[config.mk]
export PLATFORM = sky130hd
export DESIGN_NAME = sbrp_result_buffer
export DESIGN_NICKNAME = d
export VERILOG_FILES = /design/src/sv/sbrp_pkg.sv /design/src/sv/sbrp_result_buffer.sv
export SDC_FILE = /design/constraint.sdc
export NUM_CORES = 1
export LEC_CHECK = 0
export BUFFER_PORTS_ARGS = -buffer_cell sky130_fd_sc_hd__buf_2
export CAP_MARGIN = 40
export CORE_ASPECT_RATIO = 0.6
export CORE_MARGIN = 2
export CORE_UTILIZATION = 47
export CTS_CLUSTER_DIAMETER = 50
export DETAILED_ROUTE_END_ITERATION = 8
export GPL_TIMING_DRIVEN = 0
export PLACE_DENSITY = 0.76
export REMOVE_ABC_BUFFERS = 1
export SYNTH_ARGS = -nofsm -noshare
export SYNTH_HDL_FRONTEND = slang
export SYNTH_SLANG_ARGS = --single-unit
[constraint.sdc]
create_clock -name clk -period 4.6 [get_ports clk]
set_input_delay 0 -clock clk [delete_from_list [all_inputs] [get_ports clk]]
set_output_delay 0 -clock clk [all_outputs]
set_load 0.05 [all_outputs]
[src/sv/sbrp_pkg.sv]
// Shared types, constants and byte-lookup functions for the STUN binding response parser.
package sbrp_pkg;

    localparam int CFG_INDEX_W = 1;
    localparam int CFG_DATA_W  = 64;

    localparam logic [CFG_INDEX_W-1:0] CFG_TXN_HIGH = 1'b0;
    localparam logic [CFG_INDEX_W-1:0] CFG_TXN_LOW  = 1'b1;

    localparam logic [16:0] COUNT_MAX  = 17'h1FFFF;
    localparam logic [16:0] HEADER_LEN = 17'd20;

    localparam logic [7:0]  MSG_CLASS    = 8'h01;
    localparam logic [7:0]  TYPE_SUCCESS = 8'h01;
    localparam logic [7:0]  TYPE_ERROR   = 8'h11;
    localparam logic [15:0] XMA_TYPE     = 16'h0020;
    localparam logic [15:0] PORT_KEY     = 16'h2112;
    localparam logic [31:0] MAGIC_COOKIE = 32'h2112A442;

    localparam logic [1:0] FAMILY_NONE = 2'd0;
    localparam logic [1:0] FAMILY_IPV4 = 2'd1;
    localparam logic [1:0] FAMILY_IPV6 = 2'd2;

    localparam logic [15:0] IPV4_ATTR_LEN = 16'd8;
    localparam logic [15:0] IPV6_ATTR_LEN = 16'd20;
    localparam logic [15:0] XMA_MIN_LEN   = 16'd4;

    typedef struct packed {
        logic        invalid;
        logic        success;
        logic [1:0]  addr_family;
        logic [15:0] port;
        logic [63:0] address_high;
        logic [63:0] address_low;
    } sbrp_result_t;

    function automatic logic [7:0] cookie_byte(input logic [1:0] idx);
        logic [1:0] sel;
        sel = 2'(2'd3 - idx);
        return MAGIC_COOKIE[{sel, 3'b000} +: 8];
    endfunction

    // byte j (0..11) of the transaction id
    function automatic logic [7:0] txn_byte(input logic [31:0] txn_high,
                                            input logic [63:0] txn_low,
                                            input logic [3:0]  j);
        logic [1:0] sel_high;
        logic [3:0] rev;
        sel_high = 2'(2'd3 - j[1:0]);
        rev      = 4'(4'd11 - j);
        if (j < 4'd4)
            return txn_high[{sel_high, 3'b000} +: 8];
        return txn_low[{rev[2:0], 3'b000} +: 8];
    endfunction

    // mask byte a (0..15): cookie then transaction id
    function automatic logic [7:0] key_byte(input logic [31:0] txn_high,
                                            input logic [63:0] txn_low,
                                            input logic [3:0]  a);
        if (a < 4'd4)
            return cookie_byte(a[1:0]);
        return txn_byte(txn_high, txn_low, 4'(a - 4'd4));
    endfunction

endpackage

[src/sv/sbrp_result_buffer.sv]
// Output register with a skid stage for parse results.
module sbrp_result_buffer
    import sbrp_pkg::*;
(
    input  logic         clk,
    input  logic         rst_n,
    input  logic         push,
    input  sbrp_result_t push_data,
    output logic         push_ready,
    output logic         out_valid,
    input  logic         out_ready,
    output sbrp_result_t out_data
);

    logic         out_valid_reg;
    logic         skid_valid_reg;
    sbrp_result_t out_data_reg;
    sbrp_result_t skid_data_reg;
    logic         pop;

    assign pop        = out_valid_reg && out_ready;
    assign push_ready = !skid_valid_reg;
    assign out_valid  = out_valid_reg;
    assign out_data   = out_data_reg;

    always_ff @(posedge clk or negedge rst_n)
    begin
        if (!rst_n)
        begin
            out_valid_reg  <= 1'b0;
            skid_valid_reg <= 1'b0;
        end
        else if (skid_valid_reg)
        begin
            if (pop)
                skid_valid_reg <= 1'b0;
        end
        else if (push)
        begin
            if (out_valid_reg && !pop)
                skid_valid_reg <= 1'b1;
            else
                out_valid_reg <= 1'b1;
        end
        else if (pop)
            out_valid_reg <= 1'b0;
    end

    always_ff @(posedge clk)
    begin
        if (skid_valid_reg)
        begin
            if (pop)
                out_data_reg <= skid_data_reg;
        end
        else if (push)
        begin
            if (out_valid_reg && !pop)
                skid_data_reg <= push_data;
            else
                out_data_reg <= push_data;
        end
    end

endmodule

# Yosys cells after proc, flatten, opt, wreduce, memory -nomap -nowiden
# Cells that the tools add are included.
# totals
ff_bits,298
out_inout_bits,150
word_cells,38
# op_classes
n_eq_ne,3
muxes,11
bitwise_logic,1
n_reduce_logical,9
# ops
cell,n
$mux 148,4
$reduce_and 3->1,3
$mux 1,7
$ne 2x2->1 const B,2
$reduce_bool 2->1,2
$logic_and 1x1->1,2
$logic_not 1->1,2
$ne 2x1->1 const B,1
$not 1->1,1

# Logic depth before layout (Yosys ltp)
# Gate-level depths: netlist of run 1.
# logic_depth
depth_word,6
ltp_mapped,5
depth_no_buf,2

# Least setup slack after synthesis of run 1
# Ideal clock, no wire load.
# synth_path
kind,register to register
from,"reg out_valid_reg, in the netlist out_valid"
to,"reg out_data_reg (netlist bit out_data[0]), enable pin"
setup_time_ns,0.521
arrival_ns,4.235
path_slack_ns,-0.156
stages_incl_launch_ff,3
path_buffers,0
path_cell_list,dfrtp_1 and2_1 o22a_1
# synth_via
elab_chain_cells,5
elab_cells_between_ends,6
# synth_rtl
item,line,rtl
from (decl),sbrp_result_buffer.sv:15,logic out_valid_reg;
from (signal assigned),sbrp_result_buffer.sv:30,out_valid_reg <= 1'b0;
from (signal assigned),sbrp_result_buffer.sv:43,out_valid_reg <= 1'b1;
from (signal assigned),sbrp_result_buffer.sv:46,out_valid_reg <= 1'b0;
$logic_and 1x1->1,sbrp_result_buffer.sv:21,assign pop = out_valid_reg && out_ready;
$logic_not 1->1,sbrp_result_buffer.sv:58,if (out_valid_reg && !pop)
$logic_and 1x1->1,sbrp_result_buffer.sv:58,
$ne 2x2->1 (no line),-,
$reduce_and 3->1 (no line) *,-,
to (signal assigned),sbrp_result_buffer.sv:54,out_data_reg <= skid_data_reg;
to (signal assigned),sbrp_result_buffer.sv:61,out_data_reg <= push_data;
to (decl),sbrp_result_buffer.sv:17,sbrp_result_t out_data_reg;
# Mark *: on every way between the ends. The rest lies on a longest branch, timed or not.
# A chain may end at the register's enable or synchronous reset.

# Final worst setup path of run 1
# layout_path
from,reg skid_valid_reg
to,"reg out_data_reg (netlist bit out_data[19]), enable pin"
# layout_via
elab_chain_cells,2
elab_cells_between_ends,4
# layout_rtl
item,line,rtl
from (decl),sbrp_result_buffer.sv:16,logic skid_valid_reg;
from (signal assigned),sbrp_result_buffer.sv:31,skid_valid_reg <= 1'b0;
from (signal assigned),sbrp_result_buffer.sv:36,skid_valid_reg <= 1'b0;
from (signal assigned),sbrp_result_buffer.sv:41,skid_valid_reg <= 1'b1;
"$ne 2x1->1 (no line), or another cell as far along",-,
$reduce_and 3->1 (no line) *,-,
# Marked as above.

==> run summary, run 1 <==
outcome -> complete, no violations
chip width -> 202 um
Mapped Area -> 11000 um2
Post-Place Cells -> 1079
worst skew pair latency -> 0.55 ns
core box area -> 23000 um2
fin util -> 67.2%
internal reg-to-reg setup slack -> 2.29 ns
Finished Layout Cells -> 1288
GRT Total Usage -> 20.4%
DP Area -> 13000 um2
relative slew slack -> 64.3%
PwrDens -> 689 nW/um2
FF-to-FF path depth -> 4
Max Cap Viol -> 0
share of post-route cells with drive strength above 1 -> 52.0%
cts bufs inserted -> 29
I/O pin count -> 302
height of the die -> 123 um
Setup crit start -> skid_valid_reg$_DFF_PN0_
DPL Wire Length -> 14700 um
Syn-to-layout area delta -> 40.7%
vias in the first global route -> 6628
wire per inst -> 19.8 um
GPL Wtd Cong -> 0.773
fin. max-slew vios -> 0
setup ws final -> 2.29 ns
Hold WC Path Type -> input port to flip-flop
min cycle time layout -> 2.31 ns
Setup crit end kind -> flip-flop
Fmax -> 432 MHz
initial core utilization -> 47.8%
Pleak -> 5.98 nW
Crit path required time -> 4.81 ns
register area share after synthesis -> 81.2%
initial antenna violation count -> 2
Reg clk slew, reported paths -> 0.07 ns
Setup TNS Final -> 0 ns
CTS sink count -> 298
Setup Viol. Count Final -> 0
Clock Tree Buf Depth -> 3
Min Hold Slack -> 0.173 ns
CP endpoint -> out_data[19]$_DFFE_PP_
CTS tree -> built
die area -> 24700 um2
mean post-synth cell area -> 23.3 um2
Yosys top cell by area -> edfxtp_1
reg2reg start -> skid_valid_reg$_DFF_PN0_
antenna-violating nets left -> 0
fin area -> 15500 um2
Layout Skew -> 0.0144 ns
synthesized flop and latch total -> 298
library cells used by synthesis -> 14
Rows -> 43
ranking of synthesized cells by area -> edfxtp_1 (81%), mux2_2 (9.5%), mux2_4 (7.5%), buf_6 (0.82%), dfrtp_1 (0.45%)
kind of critical path -> flip-flop to flip-flop
Crit path arrival time -> 2.53 ns
top-area cell type share of the netlist area -> 80.8%
First-pass DRT Iterations -> 4
pin count of the biggest net entering global routing -> 59
first-pass GRT wire length -> 38400 um
Max VDD drop -> 426 uV
via count -> 6280
root buf cell -> clkbuf_16
Tcrit/Tclk final -> 50.3%
RSZ-0062 raised after global routing -> false
Critical Path Fanout Max -> 58
Hold Vio Cnt, Final -> 0
Yosys warnings -> 0
gr ovfl total -> 0
# port buffers -> 301
Mapped Cells -> 472
Initial DRC Count -> 322
Via density -> 4.88
WL final -> 25500 um
Critical R2R Capture -> out_data[19]$_DFFE_PP_
Placement Setup Slack -> 2.28 ns
H-tree depth -> 1
critical path startpoint category -> flip-flop
Worst-Margin Slew -> 0.536 ns
drc violations -> 0
Overall Power -> 10.7 mW
Layout Nets -> 1100
[report_power, final]
part,internal [mW],switching [mW]
sequential,3.96,0.207
combinational,1.22,2.91
clock,1.35,1.03
total,6.52,4.14
[cell usage after synthesis]
| library cell | count |
|---|---|
| a21oi_1 | 1 |
| nor2_1 | 2 |
| and4bb_2 | 1 |
| o22a_1 | 1 |
| buf_6 | 8 |
| nand2b_1 | 1 |
| inv_2 | 1 |
| buf_2 | 9 |
| and2_1 | 1 |
| a22o_1 | 1 |
| mux2_2 | 93 |
| dfrtp_1 | 2 |
| mux2_4 | 55 |
| edfxtp_1 | 296 |
[layout make-up]
class | instances | area (um2)
clock inverters | 16 | 186
fillers | 1507 | 7540
clock buffers | 38 | 759
inverters | 1 | 3.75
well taps | 315 | 394
flip-flops and latches | 298 | 8940
multi-input cells | 156 | 1940
repair buffers | 462 | 3250
diodes | 2 | 5.00
[worst max-delay path: stages, from the launching register on]
cell	delay, ns
dfrtp_4	0.58
nor2_1	0.16
o22a_4	0.49
buf_16	0.35
buf_16	0.30
[cells in the final DEF (no fill, tap or decap), types with 2 or more instances in the layout]
cell	netlist	layout
buf_2	9	301
edfxtp_1	296	296
dlygate4sd3_1	0	153
mux2_2	93	93
mux2_4	55	55
clkbuf_16	0	29
clkbuf_1	0	9
buf_16	0	7
clkinv_2	0	5
clkinv_4	0	4
bufinv_16	0	3
diode_2	0	2
nor2_1	2	2
[logic make-up (layout without fill, tap and decap cells)]
kind of cell / count (synthesis) / in the layout / synth area share (%)
mux: 148 / 148 / 17.0
compound gates: 3 / 3 / 0.205
simple gates: 5 / 5 / 0.296
flops: 298 / 298 / 81.2
other cells: 0 / 2 / 0
buf+inv: 18 / 517 / 1.26
[worst min path at each step]
stage | from | to | slack, ns | depth (start not counted)
2_1_floorplan | rst_n | out_valid$_DFFE_PN0P_ | -0.30 | 0
3_3_place_gp | rst_n | skid_valid_reg$_DFF_PN0_ | -0.21 | 1
3_5_place_dp | rst_n | out_valid$_DFFE_PN0P_ | -0.21 | 1
4_1_cts | push_data[7] | skid_data_reg[7]$_DFFE_PP_ | 0.14 | 2
5_1_grt | push_data[18] | skid_data_reg[18]$_DFFE_PP_ | 0.15 | 2
6_report | push_data[50] | skid_data_reg[50]$_DFFE_PP_ | 0.17 | 2
[metal layers]
layer | global-route usage [%] | routed length, um
met3 | 6.82 | 2230
met1 | 26.2 | 10400
met2 | 34.2 | 12500
met4 | 4.64 | 397
met5 | 0 | 0
[timing repair]
item	4_1_cts	5_1_grt
hold buffers	153	0
gates resized for setup	0	0
hold endpoints to repair	300	0
endpoints found under the setup margin	0	0
buffers inserted	0	0
No activity file was read; power rests on OpenSTA's default activity.
==> run 2: changes to the inputs <==
--- a/config.mk
+++ b/config.mk
@@ -5,15 +5,16 @@
 export SDC_FILE = /design/constraint.sdc
 export NUM_CORES = 1
 export LEC_CHECK = 0
+export ABC_AREA = 1
 export BUFFER_PORTS_ARGS = -buffer_cell sky130_fd_sc_hd__buf_2
 export CAP_MARGIN = 40
 export CORE_ASPECT_RATIO = 0.6
 export CORE_MARGIN = 2
-export CORE_UTILIZATION = 47
+export CORE_UTILIZATION = 52
 export CTS_CLUSTER_DIAMETER = 50
 export DETAILED_ROUTE_END_ITERATION = 8
 export GPL_TIMING_DRIVEN = 0
-export PLACE_DENSITY = 0.76
+export PLACE_DENSITY = 0.79
 export REMOVE_ABC_BUFFERS = 1
 export SYNTH_ARGS = -nofsm -noshare
 export SYNTH_HDL_FRONTEND = slang
==> constraint.sdc (replaced) <==
create_clock -name clk -period 2.15 [get_ports clk]
set_input_delay 0 -clock clk [delete_from_list [all_inputs] [get_ports clk]]
set_output_delay 0 -clock clk [all_outputs]
set_load 0.05 [all_outputs]
==> run summary, run 2 <==
outcome -> complete, no violations
initial antenna violation count -> 1 (-1)
CTS sink count -> 298 (unchanged)
Buf/Inv on CP -> 4 (+2)
Fmax -> 483 MHz (+12%)
register area share after synthesis -> 81.9% (+0.69 points)
synthesized flop and latch total -> 298 (unchanged)
top-count cell post-synth -> nand2_1
worst skew pair latency -> 0.52 ns (-0.03 ns)
relative slew slack -> 47.6% (-17 points)
chip width -> 191 um (-5.2%)
Clock Tree Buf Depth -> 3 (unchanged)
GPL Wtd Cong -> 0.781 (+1.1%)
Worst-Margin Slew -> 0.786 ns (+0.250 ns)
critical path startpoint category -> flip-flop
height of the die -> 116 um (-5.2%)
Syn-to-layout area delta -> 40.0%
First-pass DRT Iterations -> 8 (+4)
Initial DRC Count -> 743 (+130%)
library cells used by synthesis -> 12 (-2)
mean post-synth cell area -> 13.8 um2 (-41%)
fin util -> 75.4% (+8.1 points)
die area -> 22200 um2 (-10%)
FF-to-FF path depth -> 6 (+2)
I/O pin count -> 302 (unchanged)
vias in the first global route -> 8214 (+24%)
Setup crit end kind -> flip-flop
area of the multi-input gates -> 1720 um2 (-11%)
CP peak stage delay -> 0.57 ns (about the same)
pin count of the biggest net entering global routing -> 86 (+46%)
Register Area -> 8940 um2 (unchanged)
PwrDens -> 1490 nW/um2 (+120%)
fin. max-slew vios -> 0 (unchanged)
Worst Hold Depth -> 2 (unchanged)
Most used DFF post-synth -> edfxtp_1
antenna-violating nets left -> 0 (unchanged)
setup ws final -> 0.0812 ns (-2.20 ns)
min cycle time layout -> 2.07 ns (-0.246 ns)
Layout Skew -> 0.00853 ns (-0.00590 ns)
hold path start -> push_data[25]
Layout Nets -> 1409 (+28%)
Max VDD drop -> 978 uV (+130%)
initial core utilization -> 53.8% (+6.0 points)
most common cell after layout, fill and taps aside -> nand2_1
share of post-route cells with drive strength above 1 -> 28.6% (-23 points)
top-area cell type share of the netlist area -> 81.4% (+0.69 points)
Yosys top cell by area -> edfxtp_1
Tcrit/Tclk final -> 96.2% (+46 points)
Min Hold Slack -> 0.204 ns (+0.0311 ns)
Slowest-stage cell, CP -> dfrtp_4
wire per inst -> 20.4 um (+3.0%)
internal reg-to-reg setup slack -> 0.08 ns (-2.20 ns)
drc violations -> 0 (unchanged)
Hold WC Path Type -> input port to flip-flop
GRT Total Usage -> 27.8% (+7.4 points)
root buf cell -> clkbuf_16
Crit path required time -> 2.37 ns (-2.44 ns)
Setup TNS Final -> 0 ns (unchanged)
crit-path most repeated cell -> buf_16
synth cell count leaders -> nand2_1 (451), edfxtp_1 (296), buf_2 (17)
first-pass GRT wire length -> 45900 um (+19%)
FILL cells -> 1135 (-25%)
EDFF count, synth -> 296 (unchanged)
Setup Viol. Count Final -> 0 (unchanged)
Critical Path Fanout Max -> 28 (-52%)
commonest non-fill, non-tap cells in the layout -> nand2_1 (451), buf_2 (301), edfxtp_1 (296), dlygate4sd3_1 (152), clkbuf_16 (28)
gr ovfl total -> 0 (unchanged)
core box area -> 20300 um2 (-12%)
hold path endpoint -> skid_data_reg[25]$_DFFE_PP_
Placement Setup Slack -> -1.62 ns (-3.90 ns)
reg2reg start -> skid_valid_reg$_DFF_PN0_
Critical R2R Capture -> out_data[58]$_DFFE_PP_
Via density -> 5.23 (+7.4%)
DPL Wire Length -> 15900 um (+8.6%)
Yosys warnings -> 0 (unchanged)
Pleak -> 6.56 nW (+9.7%)
Crit path arrival time -> 2.29 ns (-0.24 ns)
WL final -> 31600 um (+24%)
cts bufs inserted -> 27 (-6.9%)
# port buffers -> 301 (unchanged)
CTS tree -> built
CP top delay family -> buffers and inverters
H-tree depth -> 1 (unchanged)
Overall Power -> 22.8 mW (+110%)
Async S/R FF share, synth -> 0.671% (unchanged)
Rows -> 40 (-7.0%)
Hold Vio Cnt, Final -> 0 (unchanged)
ranking of synthesized cells by area -> edfxtp_1 (81%), nand2_1 (16%), buf_6 (1.1%), buf_2 (0.78%), dfrtp_1 (0.46%)
Cell Chain, Critical Path -> inv_16 -> nand2_1 -> a21oi_4 -> buf_12 -> buf_16 -> buf_16
via count -> 8113 (+29%)
Mapped Cells -> 791 (+68%)
Mapped Area -> 10900 um2 (-0.84%)
Reg clk slew, reported paths -> 0.07 ns (about the same)
kind of critical path -> flip-flop to flip-flop
Max Cap Viol -> 0 (unchanged)
[run 2: cell count changes in the layout (fill, tap and decap cells not counted), moves of 2 or more]
| cell | previous run | this run |
|---|---|---|
| buf_4 | 0 | 4 |
| inv_6 | 1 | 3 |
| clkbuf_1 | 9 | 3 |
| buf_16 | 7 | 5 |
| clkbuf_8 | 0 | 4 |
| mux2_2 | 93 | 0 |
| mux2_4 | 55 | 0 |
| nand2_1 | 0 | 451 |
| inv_1 | 0 | 3 |
| clkinv_4 | 4 | 1 |
[run 2: repair_timing]
action                     CTS  global route
gates resized for setup      6             1
hold buffers               152             0
hold endpoints to repair   300             0
buffers inserted             6             1
setup endpoints to repair  319           113
pin swaps                    1             1
cloned                       3             1
[run 2: layout make-up]
class                      instances  share of cell area (%)
antenna                            2                  0.0328
tap                              273                    2.24
timing repair inverter             3                   0.172
clock buffer                      34                    4.86
multi-input combinational        455                    11.3
clock inverter                    13                   0.991
sequential                       298                    58.5
inverter                           5                   0.401
timing repair buffer             467                    21.5
[run 2: worst max-delay path by stage]
stage / cells past startpoint / end / startpoint
after floorplan: 3 / out_data[0]$_DFFE_PP_ / skid_valid_reg$_DFF_PN0_
after global placement: 3 / out_data[73]$_DFFE_PP_ / skid_valid_reg$_DFF_PN0_
after detailed placement: 8 / out_data[73]$_DFFE_PP_ / skid_valid_reg$_DFF_PN0_
after CTS: 5 / skid_data_reg[138]$_DFFE_PP_ / out_valid$_DFFE_PN0P_
after global routing: 4 / skid_data_reg[22]$_DFFE_PP_ / out_valid$_DFFE_PN0P_
final: 6 / out_data[58]$_DFFE_PP_ / skid_valid_reg$_DFF_PN0_
[run 2: logic make-up (layout without fill, tap and decap cells)]
logic type	Yosys count	in the layout	synth area share (%)
compound gates	1	1	0.0458
simple gates	454	454	15.6
other cells	0	2	0
flops	298	298	81.9
buf+inv	38	522	2.42
[run 2: power breakdown]
part           internal, mW  switching, mW  total [mW]  leakage, nW
Clock                  2.81           2.09        4.90        0.443
Sequential             8.48          0.459        8.94         2.80
Combinational          1.91           7.04        8.96         3.32
[run 2: stage by stage]
step / area [um2] / cells
after CTS: 15300 / 1547
after global placement: 12500 / 1332
after floorplan: 10700 / 758
after global routing: 15300 / 1548
after detailed placement: 12800 / 1341
final: 15300 / 1550
[run 2: per-layer routing]
metal	global-route usage, %	vias up	share of wire, %
li1	-	3618	-
met1	35.2	3864	37
met2	47.7	551	48
met3	7.84	80	12
met4	7.96	0	2.7
met5	0	-	0
