[config.mk]
export PLATFORM = sky130hd
export DESIGN_NAME = sbrp_parser
export DESIGN_NICKNAME = d
export VERILOG_FILES = /design/src/sv/sbrp_pkg.sv /design/src/sv/sbrp_parser.sv
export SDC_FILE = /design/constraint.sdc
export NUM_CORES = 1
export LEC_CHECK = 0
export ABC_AREA = 0
export BUFFER_PORTS_ARGS = -buffer_cell sky130_fd_sc_hd__buf_2
export CAP_MARGIN = 20
export CORE_UTILIZATION = 50
export CTS_BUF_LIST = sky130_fd_sc_hd__clkbuf_8
export DETAILED_ROUTE_END_ITERATION = 7
export MAX_ROUTING_LAYER = met4
export PLACE_DENSITY = 0.8
export SYNTH_ARGS = -nofsm -noshare
export SYNTH_HDL_FRONTEND = slang
export SYNTH_SLANG_ARGS = --single-unit
[constraint.sdc]
create_clock -name clk -period 6.45 [get_ports clk]
set_input_delay 0 -clock clk [delete_from_list [all_inputs] [get_ports clk]]
set_output_delay 0 -clock clk [all_outputs]
set_load 0.02 [all_outputs]
[src/sv/sbrp_pkg.sv]
// Shared types, constants and byte-lookup functions for the STUN binding response parser.
package sbrp_pkg;

    localparam int CFG_INDEX_W = 1;
    localparam int CFG_DATA_W  = 64;

    localparam logic [CFG_INDEX_W-1:0] CFG_TXN_HIGH = 1'b0;
    localparam logic [CFG_INDEX_W-1:0] CFG_TXN_LOW  = 1'b1;

    localparam logic [16:0] COUNT_MAX  = 17'h1FFFF;
    localparam logic [16:0] HEADER_LEN = 17'd20;

    localparam logic [7:0]  MSG_CLASS    = 8'h01;
    localparam logic [7:0]  TYPE_SUCCESS = 8'h01;
    localparam logic [7:0]  TYPE_ERROR   = 8'h11;
    localparam logic [15:0] XMA_TYPE     = 16'h0020;
    localparam logic [15:0] PORT_KEY     = 16'h2112;
    localparam logic [31:0] MAGIC_COOKIE = 32'h2112A442;

    localparam logic [1:0] FAMILY_NONE = 2'd0;
    localparam logic [1:0] FAMILY_IPV4 = 2'd1;
    localparam logic [1:0] FAMILY_IPV6 = 2'd2;

    localparam logic [15:0] IPV4_ATTR_LEN = 16'd8;
    localparam logic [15:0] IPV6_ATTR_LEN = 16'd20;
    localparam logic [15:0] XMA_MIN_LEN   = 16'd4;

    typedef struct packed {
        logic        invalid;
        logic        success;
        logic [1:0]  addr_family;
        logic [15:0] port;
        logic [63:0] address_high;
        logic [63:0] address_low;
    } sbrp_result_t;

    function automatic logic [7:0] cookie_byte(input logic [1:0] idx);
        logic [1:0] sel;
        sel = 2'(2'd3 - idx);
        return MAGIC_COOKIE[{sel, 3'b000} +: 8];
    endfunction

    // byte j (0..11) of the transaction id
    function automatic logic [7:0] txn_byte(input logic [31:0] txn_high,
                                            input logic [63:0] txn_low,
                                            input logic [3:0]  j);
        logic [1:0] sel_high;
        logic [3:0] rev;
        sel_high = 2'(2'd3 - j[1:0]);
        rev      = 4'(4'd11 - j);
        if (j < 4'd4)
            return txn_high[{sel_high, 3'b000} +: 8];
        return txn_low[{rev[2:0], 3'b000} +: 8];
    endfunction

    // mask byte a (0..15): cookie then transaction id
    function automatic logic [7:0] key_byte(input logic [31:0] txn_high,
                                            input logic [63:0] txn_low,
                                            input logic [3:0]  a);
        if (a < 4'd4)
            return cookie_byte(a[1:0]);
        return txn_byte(txn_high, txn_low, 4'(a - 4'd4));
    endfunction

endpackage

[src/sv/sbrp_parser.sv]
// Per-datagram header check and attribute walk, one byte per accepted request.
module sbrp_parser
    import sbrp_pkg::*;
(
    input  logic         clk,
    input  logic         rst_n,
    input  logic         accept,
    input  logic [7:0]   data_byte,
    input  logic         last_byte,
    input  logic [31:0]  txn_id_high,
    input  logic [63:0]  txn_id_low,
    output sbrp_result_t result
);

    logic [16:0] byte_count_reg,    byte_count_next;
    logic [15:0] body_length_reg,   body_length_next;
    logic        header_bad_reg,    header_bad_next;
    logic        success_flag_reg,  success_flag_next;
    logic        error_flag_reg,    error_flag_next;
    logic [15:0] attr_type_reg,     attr_type_next;
    logic [15:0] attr_length_reg,   attr_length_next;
    logic [16:0] attr_position_reg, attr_position_next;
    logic        found_flag_reg,    found_flag_next;
    logic [1:0]  family_code_reg,   family_code_next;
    logic [15:0] port_accum_reg,    port_accum_next;
    logic [63:0] addr_high_reg,     addr_high_next;
    logic [63:0] addr_low_reg,      addr_low_next;

    logic [16:0] msg_end;
    logic [16:0] msg_end_final;
    logic [16:0] room;
    logic [15:0] len_full;
    logic [17:0] value_end;
    logic [16:0] k;
    logic [16:0] a;
    logic        xm;
    logic        capturing;
    logic        fault;
    logic [7:0]  mask_byte;
    logic [4:0]  hdr_pos;
    logic [3:0]  txn_pos;
    logic        short_frame;

    always_comb
    begin
        byte_count_next    = byte_count_reg;
        body_length_next   = body_length_reg;
        header_bad_next    = header_bad_reg;
        success_flag_next  = success_flag_reg;
        error_flag_next    = error_flag_reg;
        attr_type_next     = attr_type_reg;
        attr_length_next   = attr_length_reg;
        attr_position_next = attr_position_reg;
        found_flag_next    = found_flag_reg;
        family_code_next   = family_code_reg;
        port_accum_next    = port_accum_reg;
        addr_high_next     = addr_high_reg;
        addr_low_next      = addr_low_reg;

        msg_end   = HEADER_LEN + 17'(body_length_reg);
        room      = msg_end - byte_count_reg;
        len_full  = {attr_length_reg[15:8], data_byte};
        value_end = 18'(byte_count_reg) + 18'd1 + 18'(len_full);
        k         = attr_position_reg - 17'd4;
        a         = k - 17'd4;
        xm        = success_flag_reg && (attr_type_reg == XMA_TYPE);
        capturing = xm && !found_flag_reg && (family_code_reg != FAMILY_NONE);
        fault     = 1'b0;
        mask_byte = key_byte(txn_id_high, txn_id_low, a[3:0]);
        hdr_pos   = byte_count_reg[4:0];
        txn_pos   = 4'(hdr_pos - 5'd8);

        if (byte_count_reg < HEADER_LEN)
        begin
            case (hdr_pos) inside
                5'd0:
                begin
                    if (data_byte != MSG_CLASS)
                        header_bad_next = 1'b1;
                end
                5'd1:
                begin
                    if (data_byte == TYPE_SUCCESS)
                        success_flag_next = 1'b1;
                    else if (data_byte == TYPE_ERROR)
                        success_flag_next = 1'b0;
                    else
                        header_bad_next = 1'b1;
                end
                5'd2:
                    body_length_next = {data_byte, 8'h00};
                5'd3:
                begin
                    body_length_next = {body_length_reg[15:8], data_byte};
                    if (data_byte[1:0] != 2'b00)
                        header_bad_next = 1'b1;
                end
                [5'd4:5'd7]:
                begin
                    if (data_byte != cookie_byte(hdr_pos[1:0]))
                        header_bad_next = 1'b1;
                end
                default:
                begin
                    if (data_byte != txn_byte(txn_id_high, txn_id_low, txn_pos))
                        header_bad_next = 1'b1;
                end
            endcase
        end
        else if (!header_bad_reg && !error_flag_reg && byte_count_reg < msg_end)
        begin
            if (attr_position_reg == 17'd0)
            begin
                if (room < 17'd4)
                    error_flag_next = 1'b1;
                else
                begin
                    attr_type_next     = {data_byte, 8'h00};
                    attr_position_next = 17'd1;
                end
            end
            else if (attr_position_reg == 17'd1)
            begin
                attr_type_next     = {attr_type_reg[15:8], data_byte};
                attr_position_next = 17'd2;
            end
            else if (attr_position_reg == 17'd2)
            begin
                attr_length_next   = {data_byte, 8'h00};
                attr_position_next = 17'd3;
            end
            else if (attr_position_reg == 17'd3)
            begin
                attr_length_next = len_full;
                if (value_end > 18'(msg_end))
                    error_flag_next = 1'b1;
                else if (xm && len_full < XMA_MIN_LEN)
                    error_flag_next = 1'b1;
                else if (!xm && !attr_type_reg[15])
                    error_flag_next = 1'b1;
                else
                    attr_position_next = (len_full == 16'd0) ? 17'd0 : 17'd4;
            end
            else
            begin
                if (xm && k == 17'd1)
                begin
                    if (data_byte == 8'(FAMILY_IPV4) && attr_length_reg != IPV4_ATTR_LEN)
                        fault = 1'b1;
                    else if (data_byte == 8'(FAMILY_IPV6) && attr_length_reg != IPV6_ATTR_LEN)
                        fault = 1'b1;
                    else if (!found_flag_reg && (data_byte == 8'(FAMILY_IPV4) ||
                                                 data_byte == 8'(FAMILY_IPV6)))
                        family_code_next = data_byte[1:0];
                end
                else if (capturing && (k == 17'd2 || k == 17'd3))
                begin
                    port_accum_next = {port_accum_reg[7:0], data_byte ^
                        ((k == 17'd2) ? PORT_KEY[15:8] : PORT_KEY[7:0])};
                end
                else if (capturing && k >= 17'd4 && a < 17'd16)
                begin
                    if (family_code_reg == FAMILY_IPV6 && a < 17'd8)
                        addr_high_next = {addr_high_reg[55:0], data_byte ^ mask_byte};
                    else
                        addr_low_next = {addr_low_reg[55:0], data_byte ^ mask_byte};
                end

                if (fault)
                    error_flag_next = 1'b1;
                else if (18'(k) + 18'd1 >= 18'(attr_length_reg))
                begin
                    if (xm && family_code_next != FAMILY_NONE)
                        found_flag_next = 1'b1;
                    attr_position_next = 17'd0;
                end
                else
                    attr_position_next = attr_position_reg + 17'd1;
            end
        end

        if (byte_count_reg != COUNT_MAX)
            byte_count_next = byte_count_reg + 17'd1;

        // result as seen after this byte
        msg_end_final = HEADER_LEN + 17'(body_length_next);
        short_frame   = (byte_count_next < HEADER_LEN) || header_bad_next ||
                        (byte_count_next < msg_end_final);
        result        = '0;
        if (short_frame)
            result.invalid = 1'b1;
        else
        begin
            result.success = success_flag_next;
            result.invalid = error_flag_next || (success_flag_next && !found_flag_next);
            if (found_flag_next)
            begin
                result.addr_family = family_code_next;
                result.port        = port_accum_next;
                if (family_code_next == FAMILY_IPV6)
                begin
                    result.address_high = addr_high_next;
                    result.address_low  = addr_low_next;
                end
                else
                    result.address_low = {32'h0, addr_low_next[31:0]};
            end
        end
    end

    always_ff @(posedge clk or negedge rst_n)
    begin
        if (!rst_n)
        begin
            byte_count_reg    <= '0;
            body_length_reg   <= '0;
            header_bad_reg    <= 1'b0;
            success_flag_reg  <= 1'b0;
            error_flag_reg    <= 1'b0;
            attr_type_reg     <= '0;
            attr_length_reg   <= '0;
            attr_position_reg <= '0;
            found_flag_reg    <= 1'b0;
            family_code_reg   <= FAMILY_NONE;
            port_accum_reg    <= '0;
            addr_high_reg     <= '0;
            addr_low_reg      <= '0;
        end
        else if (accept)
        begin
            if (last_byte)
            begin
                byte_count_reg    <= '0;
                body_length_reg   <= '0;
                header_bad_reg    <= 1'b0;
                success_flag_reg  <= 1'b0;
                error_flag_reg    <= 1'b0;
                attr_type_reg     <= '0;
                attr_length_reg   <= '0;
                attr_position_reg <= '0;
                found_flag_reg    <= 1'b0;
                family_code_reg   <= FAMILY_NONE;
                port_accum_reg    <= '0;
                addr_high_reg     <= '0;
                addr_low_reg      <= '0;
            end
            else
            begin
                byte_count_reg    <= byte_count_next;
                body_length_reg   <= body_length_next;
                header_bad_reg    <= header_bad_next;
                success_flag_reg  <= success_flag_next;
                error_flag_reg    <= error_flag_next;
                attr_type_reg     <= attr_type_next;
                attr_length_reg   <= attr_length_next;
                attr_position_reg <= attr_position_next;
                found_flag_reg    <= found_flag_next;
                family_code_reg   <= family_code_next;
                port_accum_reg    <= port_accum_next;
                addr_high_reg     <= addr_high_next;
                addr_low_reg      <= addr_low_next;
            end
        end
    end

endmodule

After elaboration in Yosys (flattened, before gate mapping)
Cells that the tools add are included.
{ "op_classes": {"add_sub_neg": 18, "n_lt_le_gt_ge": 16, "n_eq_ne": 30, "shifts": 6, "mux": 161, "bitwise_logic": 2, "n_reduce_logical": 45} }
{ "ops": {"columns": ["cell", "n"], "rows": [
  ["$mux W64", 24],
  ["$mux W16", 25],
  ["$mux W17", 15],
  ["$mux W147", 1],
  ["$mux W146", 1],
  ["$shiftx A64 B7 Y8", 2],
  ["$mux W8", 15],
  ["$eq A17 B2 Y1 const B", 4],
  ["$shiftx A32 B6 Y8", 2],
  ["$shiftx A32 B6 Y8 const A", 2],
  ["$mux W1", 61],
  ["$lt A17 B5 Y1 const B", 3],
  ["$add A17 B1 Y18 const B", 2],
  ["$add A17 B1 Y17 const B", 2],
  ["$add A5 B16 Y17 const A", 2],
  ["$eq A17 B1 Y1 const B", 2],
  ["$lt A17 B17 Y1", 2],
  ["$mux W2", 17],
  ["$sub A17 B3 Y17 const B", 2],
  ["$ne A6 B6 Y1 const B", 4],
  ["$add A18 B16 Y18", 1],
  ["$ge A18 B16 Y1", 1],
  ["$gt A18 B17 Y1", 1],
  ["$logic_and A1 B1 Y1", 18],
  ["40 further kinds", 69]
]} }
{ "totals": {"ff_bits": 232, "output_inout_bits": 148, "word_cells": 293} }

Depth between registers and ports, before layout
Gate-level depths: netlist (run 1).
{ "logic_depth": {"ltp_word": 28, "mapped_depth": 28, "depth_no_buf": 22} }

Worst setup path after synthesis (run 1)
OpenSTA, ideal clock, no wires.
{ "synth_timing": {"kind": "register to output", "from": "register byte_count_reg[0]", "to": "output result[128] (netlist bit)", "t_arrival_ns": 6.155, "setup_slack_ns": 0.295, "stages_incl_launch_ff": 25, "n_path_buf": 5, "cell_sequence": "dfrtp_1 buf_1 clkbuf_1 inv_1 ha_1 clkbuf_1 nand2b_1 nor3_1 clkbuf_1 mux2i_1 nor2_1 ha_1 nor2_1 nor4bb_1 nand2_1 xnor2_1 ha_1 nand2_1 nor3_1 nand4_1 o31a_1 a211oi_1 nand2_1 clkbuf_1 nor3_1"} }
{ "synth_lines": {"columns": ["element", "line_no", "rtl"], "rows": [
  ["start, declared", "sbrp_parser.sv:15", "logic [16:0] byte_count_reg, byte_count_next;"],
  ["start signal, assigned", "sbrp_parser.sv:249", "byte_count_reg <= byte_count_next;"],
  ["end, declared", "sbrp_parser.sv:12", "output sbrp_result_t result"]
]} }

==> results of run 1 <==
kinds of logic (layout without fill, tap and decap cells):
kind of cell	after synthesis	in the layout	share of synthesized area [%]
simple gates	859	860	20.9
compound gates	661	661	24.0
buf+inv	250	479	5.77
flops	232	232	30.3
xor+xnor	107	107	4.89
fa+ha+maj	103	103	6.76
mux	86	86	7.47
other cells	0	3	0
metrics by stage:
step                      power, W  hold WS (ns)  worst slack, ns  instance area, um2
final                      0.00421       0.00382            0.213               21900
after global routing       0.00438        0.0323          0.00173               21900
after CTS                  0.00419       0.00991           0.0165               21800
after detailed placement   0.00275        0.0576            0.236               20800
after global placement     0.00272        0.0593            0.268               20800
after floorplan            0.00236        -0.296            0.295               19200
power by group through the flow:
stage / clock [W] / sequential [W] / combinational [W]
after floorplan: 0 / 0.00154 / 0.000820
after global placement: 0 / 0.00155 / 0.00117
after detailed placement: 0 / 0.00155 / 0.00120
after CTS: 0.00146 / 0.00152 / 0.00121
after global routing: 0.00152 / 0.00153 / 0.00133
final: 0.00145 / 0.00153 / 0.00124
area by class of cell:
type                            instances  area (um2)  area share, %
Sequential cell                       232        5810           26.5
Clock inverter                         19         150          0.685
Tap cell                              511         639           2.92
Inverter                               89         334           1.52
Antenna cell                            3        7.51         0.0342
Clock buffer                           51         702           3.20
Multi-Input combinational cell       1817       12400           56.6
Timing Repair Buffer                  320        1880           8.57
timing repair:
item,CTS,global route
endpoints found under the hold margin,101,0
cloned,0,1
setup buffers,0,2
hold buffers,7,0
resized for setup,3,12
pin swaps,1,2
endpoints found under the setup margin,54,147
placed cells by master (no fill, tap or decap), types with 17 or more instances in the layout:
cell	instances
a21oi_1	169
a21oi_2	40
a22o_1	157
buf_2	254
buf_4	51
clkbuf_8	51
dfrtp_1	230
ha_1	102
inv_1	99
mux2i_1	36
mux4_2	45
nand2_1	433
nand3_1	77
nand4_1	25
nor2_1	109
nor3_1	50
nor4_1	30
o2111ai_1	18
o21ai_0	104
o22ai_1	17
or3_1	20
xnor2_1	75
xor2_1	32
worst min-delay path by stage:
stage          slack [ns]  cells after the start         start                             end
3_5_place_dp         0.06                      1         rst_n   addr_high_reg[43]$_DFFE_PN0P_
5_1_grt              0.03                      2  data_byte[7]  attr_length_reg[7]$_DFFE_PN0P_
6_report            0.004                      2         rst_n   addr_high_reg[43]$_DFFE_PN0P_
4_1_cts              0.01                      2  data_byte[7]  attr_length_reg[7]$_DFFE_PN0P_
2_1_floorplan       -0.30                      0         rst_n    addr_high_reg[0]$_DFFE_PN0P_
3_3_place_gp         0.06                      1         rst_n   addr_high_reg[43]$_DFFE_PN0P_
metal layers:
layer | vias to the layer above | wire (um) | track usage (%)
met5 | - | 0 | -
met4 | 0 | 3800 | 19.6
met3 | 221 | 7490 | 7.24
met2 | 1239 | 30400 | 53.2
met1 | 9419 | 28000 | 46.9
li1 | 8811 | - | -
==> results_dict.tcl, run 1 <==
set metrics [dict create \
    cp_top_family "compound AO/OA/AOI/OAI gates" \
    clock_latency_ns 0.59 \
    syn-cell-area_mm2 0.0192 \
    area_growth_pct 14.3 \
    synth_cells 2298 \
    grt_max_degree 142 \
    period_share_pct 96.7 \
    fillCellCount 3420 \
    yosys-top-cells-count "434 x nand2_1, 232 x dfrtp_1, 169 x a21oi_1" \
    synth.area.top_cells "dfrtp_1 30%, nand2_1 8.5%, a22o_1 7.2%" \
    crit_type "input port to output port" \
    cts.htree.levels 2 \
    synth_edf_count 0 \
    internal_power_w 0.00277 \
    ff2ff_setup_slack_ns 0.86 \
    dieHeight_um 198 \
    grt.total_usage_pct 36.2 \
    drt-total-wl_mm 69.6 \
    start_util_pct 50.9 \
    synth_top_area_share_pct 30.3 \
    rows 71 \
    power.density_mw_per_mm2 192 \
    power_frac_comb_pct 29.4 \
    drt_first_pass_iters 6 \
    end_kind "output port" \
    yosys_most_used_dff "dfrtp_1" \
    ys_seq_area_share_pct 30.3 \
    rsz0062_at_grt "no" \
    synth.most_common_cell "nand2_1" \
    tightest_slew_ns 1.03 \
    reg2regPathDepth 19 \
    vias 19700 \
    cts_buffers 41 \
    path_max_fanout 13 \
    core_mm2 0.0377 \
    dieArea_mm2 0.0392 \
    swShare_pct 34.2 \
    power_frac_seq_pct 36.2 \
    netlist-cell-type-count 84 \
    cts.clk_slew.worst_paths_ns 0.06 \
    path_cells "dlygate4sd3_1, buf_2, clkinv_1, fa_1, nor2b_1, o21ai_0, a21boi_1, o41ai_2, o21ai_0, o41ai_2, buf_4, xnor2_1, ha_1, and4_1, nand2_1, a211o_1, a211oi_1, nor2_1, and3_1, a41oi_1, o2111ai_1, nand4bb_1, buf_2" \
    place_congestion 0.992 \
    critPathRequiredTime_ns 6.45 \
    finalSetupTns_ns 0 \
    port_buffers 255 \
    cpPeakStageDelay_ns 0.60 \
    p_clk_share_pct 34.4 \
    ios 256 \
    grt_pass1_vias 18500 \
    hpwl_mm 50.7 \
    clk_path_buf_depth 3 \
    synthesis.nets 2509 \
    drc 0 \
    drive_gt1_share_pct 19.9 \
    grt_pass1_wl_mm 107 \
    setup-violations-final 0 \
    drt-initial-drc-count 2178 \
    r2r-start "attr_position_reg[3]$_DFFE_PN0P_" \
    drv_slew 0 \
    vdd_drop_max_uv 137 \
    clock_sinks 232 \
    dieWidth_um 198 \
    yosys.area.top_type "dfrtp_1" \
    cts_tree "yes" \
    power_switching_w 0.00144 \
    wire_per_inst_um 22.9 \
    vias_per_cell 6.47 \
    max_freq_mhz 160 \
    antenna_found_initial 4 \
    post-place-cells 2957 \
    hp-class "input port to async pin" \
    reg2reg_to "attr_position_reg[3]$_DFFE_PN0P_" \
    cp-startpoint "data_byte[1]" \
    ant_nets 0 \
    finClkSkew_ns 0.0300 \
    p_leak_nw 9.42 \
    cp-start-kind "input port" \
    slew-limit-headroom_pct 30.8 \
    root_buffer "clkbuf_8" \
    cap_viol_max_count 0 \
    critical_path.endpoint "result[147]" \
    hold_viol 0 \
    path_buf_inv 5 \
    fin_crit_ns 6.24 \
    final_cell_count_no_fill 3042 \
    nets 2712 \
    synthArstFlopShare_pct 100 \
    syn_avg_cell_area_um2 8.35 \
    grt-ovfl-total 0 \
    run_status "finished clean" \
    synth_seq_cells 232 \
    critical_path_arrival_ns 6.24 \
    final_util_pct 58.2 \
    cp_num_cells 23 \
    yosys_warnings 0 \
    critPathSlowestCell "fa_1" \
]
Power figures use the tool's default switching activity.
==> run 2: changes to the inputs <==
--- a/config.mk
+++ b/config.mk
@@ -11,7 +11,7 @@
 export CORE_UTILIZATION = 50
 export CTS_BUF_LIST = sky130_fd_sc_hd__clkbuf_8
 export DETAILED_ROUTE_END_ITERATION = 7
-export MAX_ROUTING_LAYER = met4
+export GPL_ROUTABILITY_DRIVEN = 0
 export PLACE_DENSITY = 0.8
 export SYNTH_ARGS = -nofsm -noshare
 export SYNTH_HDL_FRONTEND = slang
==> run 2 against run 1 <==
Maximum frequency rose by 1.2%. Critical path depth fell by 2. Via count rose by 2.1%. Sequential share of layout area barely moved. Clock skew rose by 0.0033 ns. Register-to-register slack got worse by 0.05 ns. Final area fell by 0.17%. Non-clock buffer count fell by 9. Combinational power barely moved. Worst setup slack improved by 0.075 ns. Clock-buffer cell count fell by 1. Routed wire length fell by 1.8%. Critical path type is now register to output port.
==> results_dict.tcl, run 2 (same netlist as run 1, synthesis figures left out) <==
set metrics [dict create \
    clk_path_buf_depth 3 \
    fillCellCount 3262 \
    critPathMostFrequentCell "ha_1" \
    cp-start-kind "register" \
    root_buffer "clkbuf_8" \
    vdd_drop_max_uv 140 \
    reg2regPathDepth 19 \
    port_buffers 255 \
    clock_sinks 232 \
    cts.clk_slew.worst_paths_ns 0.06 \
    setup-violations-final 0 \
    critPathRequiredTime_ns 6.45 \
    critPathSlowestCell "or4_1" \
    hold_slack_ns 0.0248 \
    crit_type "register to output port" \
    rows 71 \
    r2r-start "attr_position_reg[3]$_DFFE_PN0P_" \
    area_growth_pct 14.1 \
    drive_gt1_share_pct 20.1 \
    grt.total_usage_pct 34.2 \
    dieHeight_um 198 \
    cap_viol_max_count 0 \
    ios 256 \
    slew-limit-headroom_pct 28.8 \
    path_max_fanout 48 \
    period_share_pct 95.5 \
    power.density_mw_per_mm2 193 \
    cp_top_family "simple AND/OR/NAND/NOR gates" \
    grt_max_degree 141 \
    path_cells "inv_1, ha_1, or3b_1, or4_1, o32ai_1, nand3_1, nor2_1, o22ai_1, xor2_1, ha_1, or3_1, o211ai_1, o31ai_1, a31oi_1, nor4b_2, nor2_2, a41o_4, nand2_2, buf_8, a21oi_1, buf_2" \
    start_util_pct 50.9 \
    fin_crit_ns 6.16 \
    cpPeakStageDelay_ns 0.54 \
    max_freq_mhz 162 \
    vias_per_cell 6.62 \
    end_kind "output port" \
    run_status "finished clean" \
    clock_latency_ns 0.59 \
    core_mm2 0.0377 \
    ff2ff_setup_slack_ns 0.81 \
    drt_first_pass_iters 7 \
    layout_commonest_cell "nand2_1" \
    hold_viol 0 \
    p_leak_nw 9.35 \
    multi_input_comb_area_mm2 0.0124 \
    layout_common_cells "433 x nand2_1, 255 x buf_2, 230 x dfrtp_1" \
    vias 20100 \
    drc 0 \
    cts_buffers 41 \
    antenna_found_initial 6 \
    critical_path_arrival_ns 6.16 \
    tightest_slew_ns 1.06 \
    reg2reg_to "attr_position_reg[3]$_DFFE_PN0P_" \
    nets 2704 \
    path_buf_inv 3 \
    ant_nets 0 \
    grt_pass1_wl_mm 105 \
    grt_pass1_vias 18600 \
    hp-class "input port to async pin" \
    wire_per_inst_um 22.5 \
    finalSetupTns_ns 0 \
    dieWidth_um 198 \
    finClkSkew_ns 0.0332 \
    seq_area_mm2 0.00581 \
    hpwl_mm 48.6 \
    cts.htree.levels 2 \
    cts_tree "yes" \
    grt-ovfl-total 0 \
    drt-total-wl_mm 68.4 \
    drt-initial-drc-count 2470 \
    drv_slew 0 \
    dieArea_mm2 0.0392 \
]
-- run 2: final cells by class --
type                            instances  area share [%]
Antenna cell                            4          0.0457
Clock buffer                           50            3.14
Clock inverter                         23           0.795
Inverter                               89            1.54
Multi-Input combinational cell       1818            56.8
Sequential cell                       232            26.6
Tap cell                              511            2.92
Timing Repair Buffer                  311            8.20
-- run 2: how the worst max path moves through the flow --
stage                                                 from     endpoint  cells after the start
after global placement       byte_count_reg[0]$_DFFE_PN0P_  result[147]                     22
after CTS                 attr_position_reg[3]$_DFFE_PN0P_   result[95]                     21
final                     attr_position_reg[3]$_DFFE_PN0P_   result[12]                     21
after detailed placement     byte_count_reg[1]$_DFFE_PN0P_  result[147]                     22
after floorplan              byte_count_reg[0]$_DFFE_PN0P_  result[128]                     24
after global routing         byte_count_reg[1]$_DFFE_PN0P_   result[12]                     27
-- run 2: power by group --
| group | internal [W] | switching (W) | leakage, nW |
|---|---|---|---|
| combinational | 0.000487 | 0.000751 | 5.63 |
| sequential | 0.00149 | 0.0000314 | 3.23 |
| clock | 0.000790 | 0.000683 | 0.490 |
| total | 0.00277 | 0.00147 | 9.35 |
-- run 2: repair_timing --
item	in CTS	in global routing
hold buffers	8	0
setup buffers	0	8
cloned	1	1
pin swaps	0	6
hold endpoints to repair	113	0
gates resized for setup	5	23
setup endpoints to repair	58	147
-- run 2: per-layer routing --
layer	track usage (%)	part of all wire [%]	wire (um)	vias to the layer above
li1	-	-	-	8824
met1	43.1	37	25300	9576
met2	50.7	43	29700	1407
met3	10.8	13	8950	302
met4	21.4	6.4	4370	4
met5	0	0.038	26	-
-- run 2: stage by stage --
step	instance area (um2)	instances	util [%]	setup WS (ns)	total power, W
final	21900	3038	58.1	0.288	0.00423
after global routing	21900	3037	58.1	-0.0897	0.00438
after CTS	21700	3024	57.6	-0.0161	0.00418
after detailed placement	20700	2942	55.0	0.117	0.00272
after global placement	20700	2941	54.9	0.476	0.00269
after floorplan	19200	2298	-	0.295	0.00236
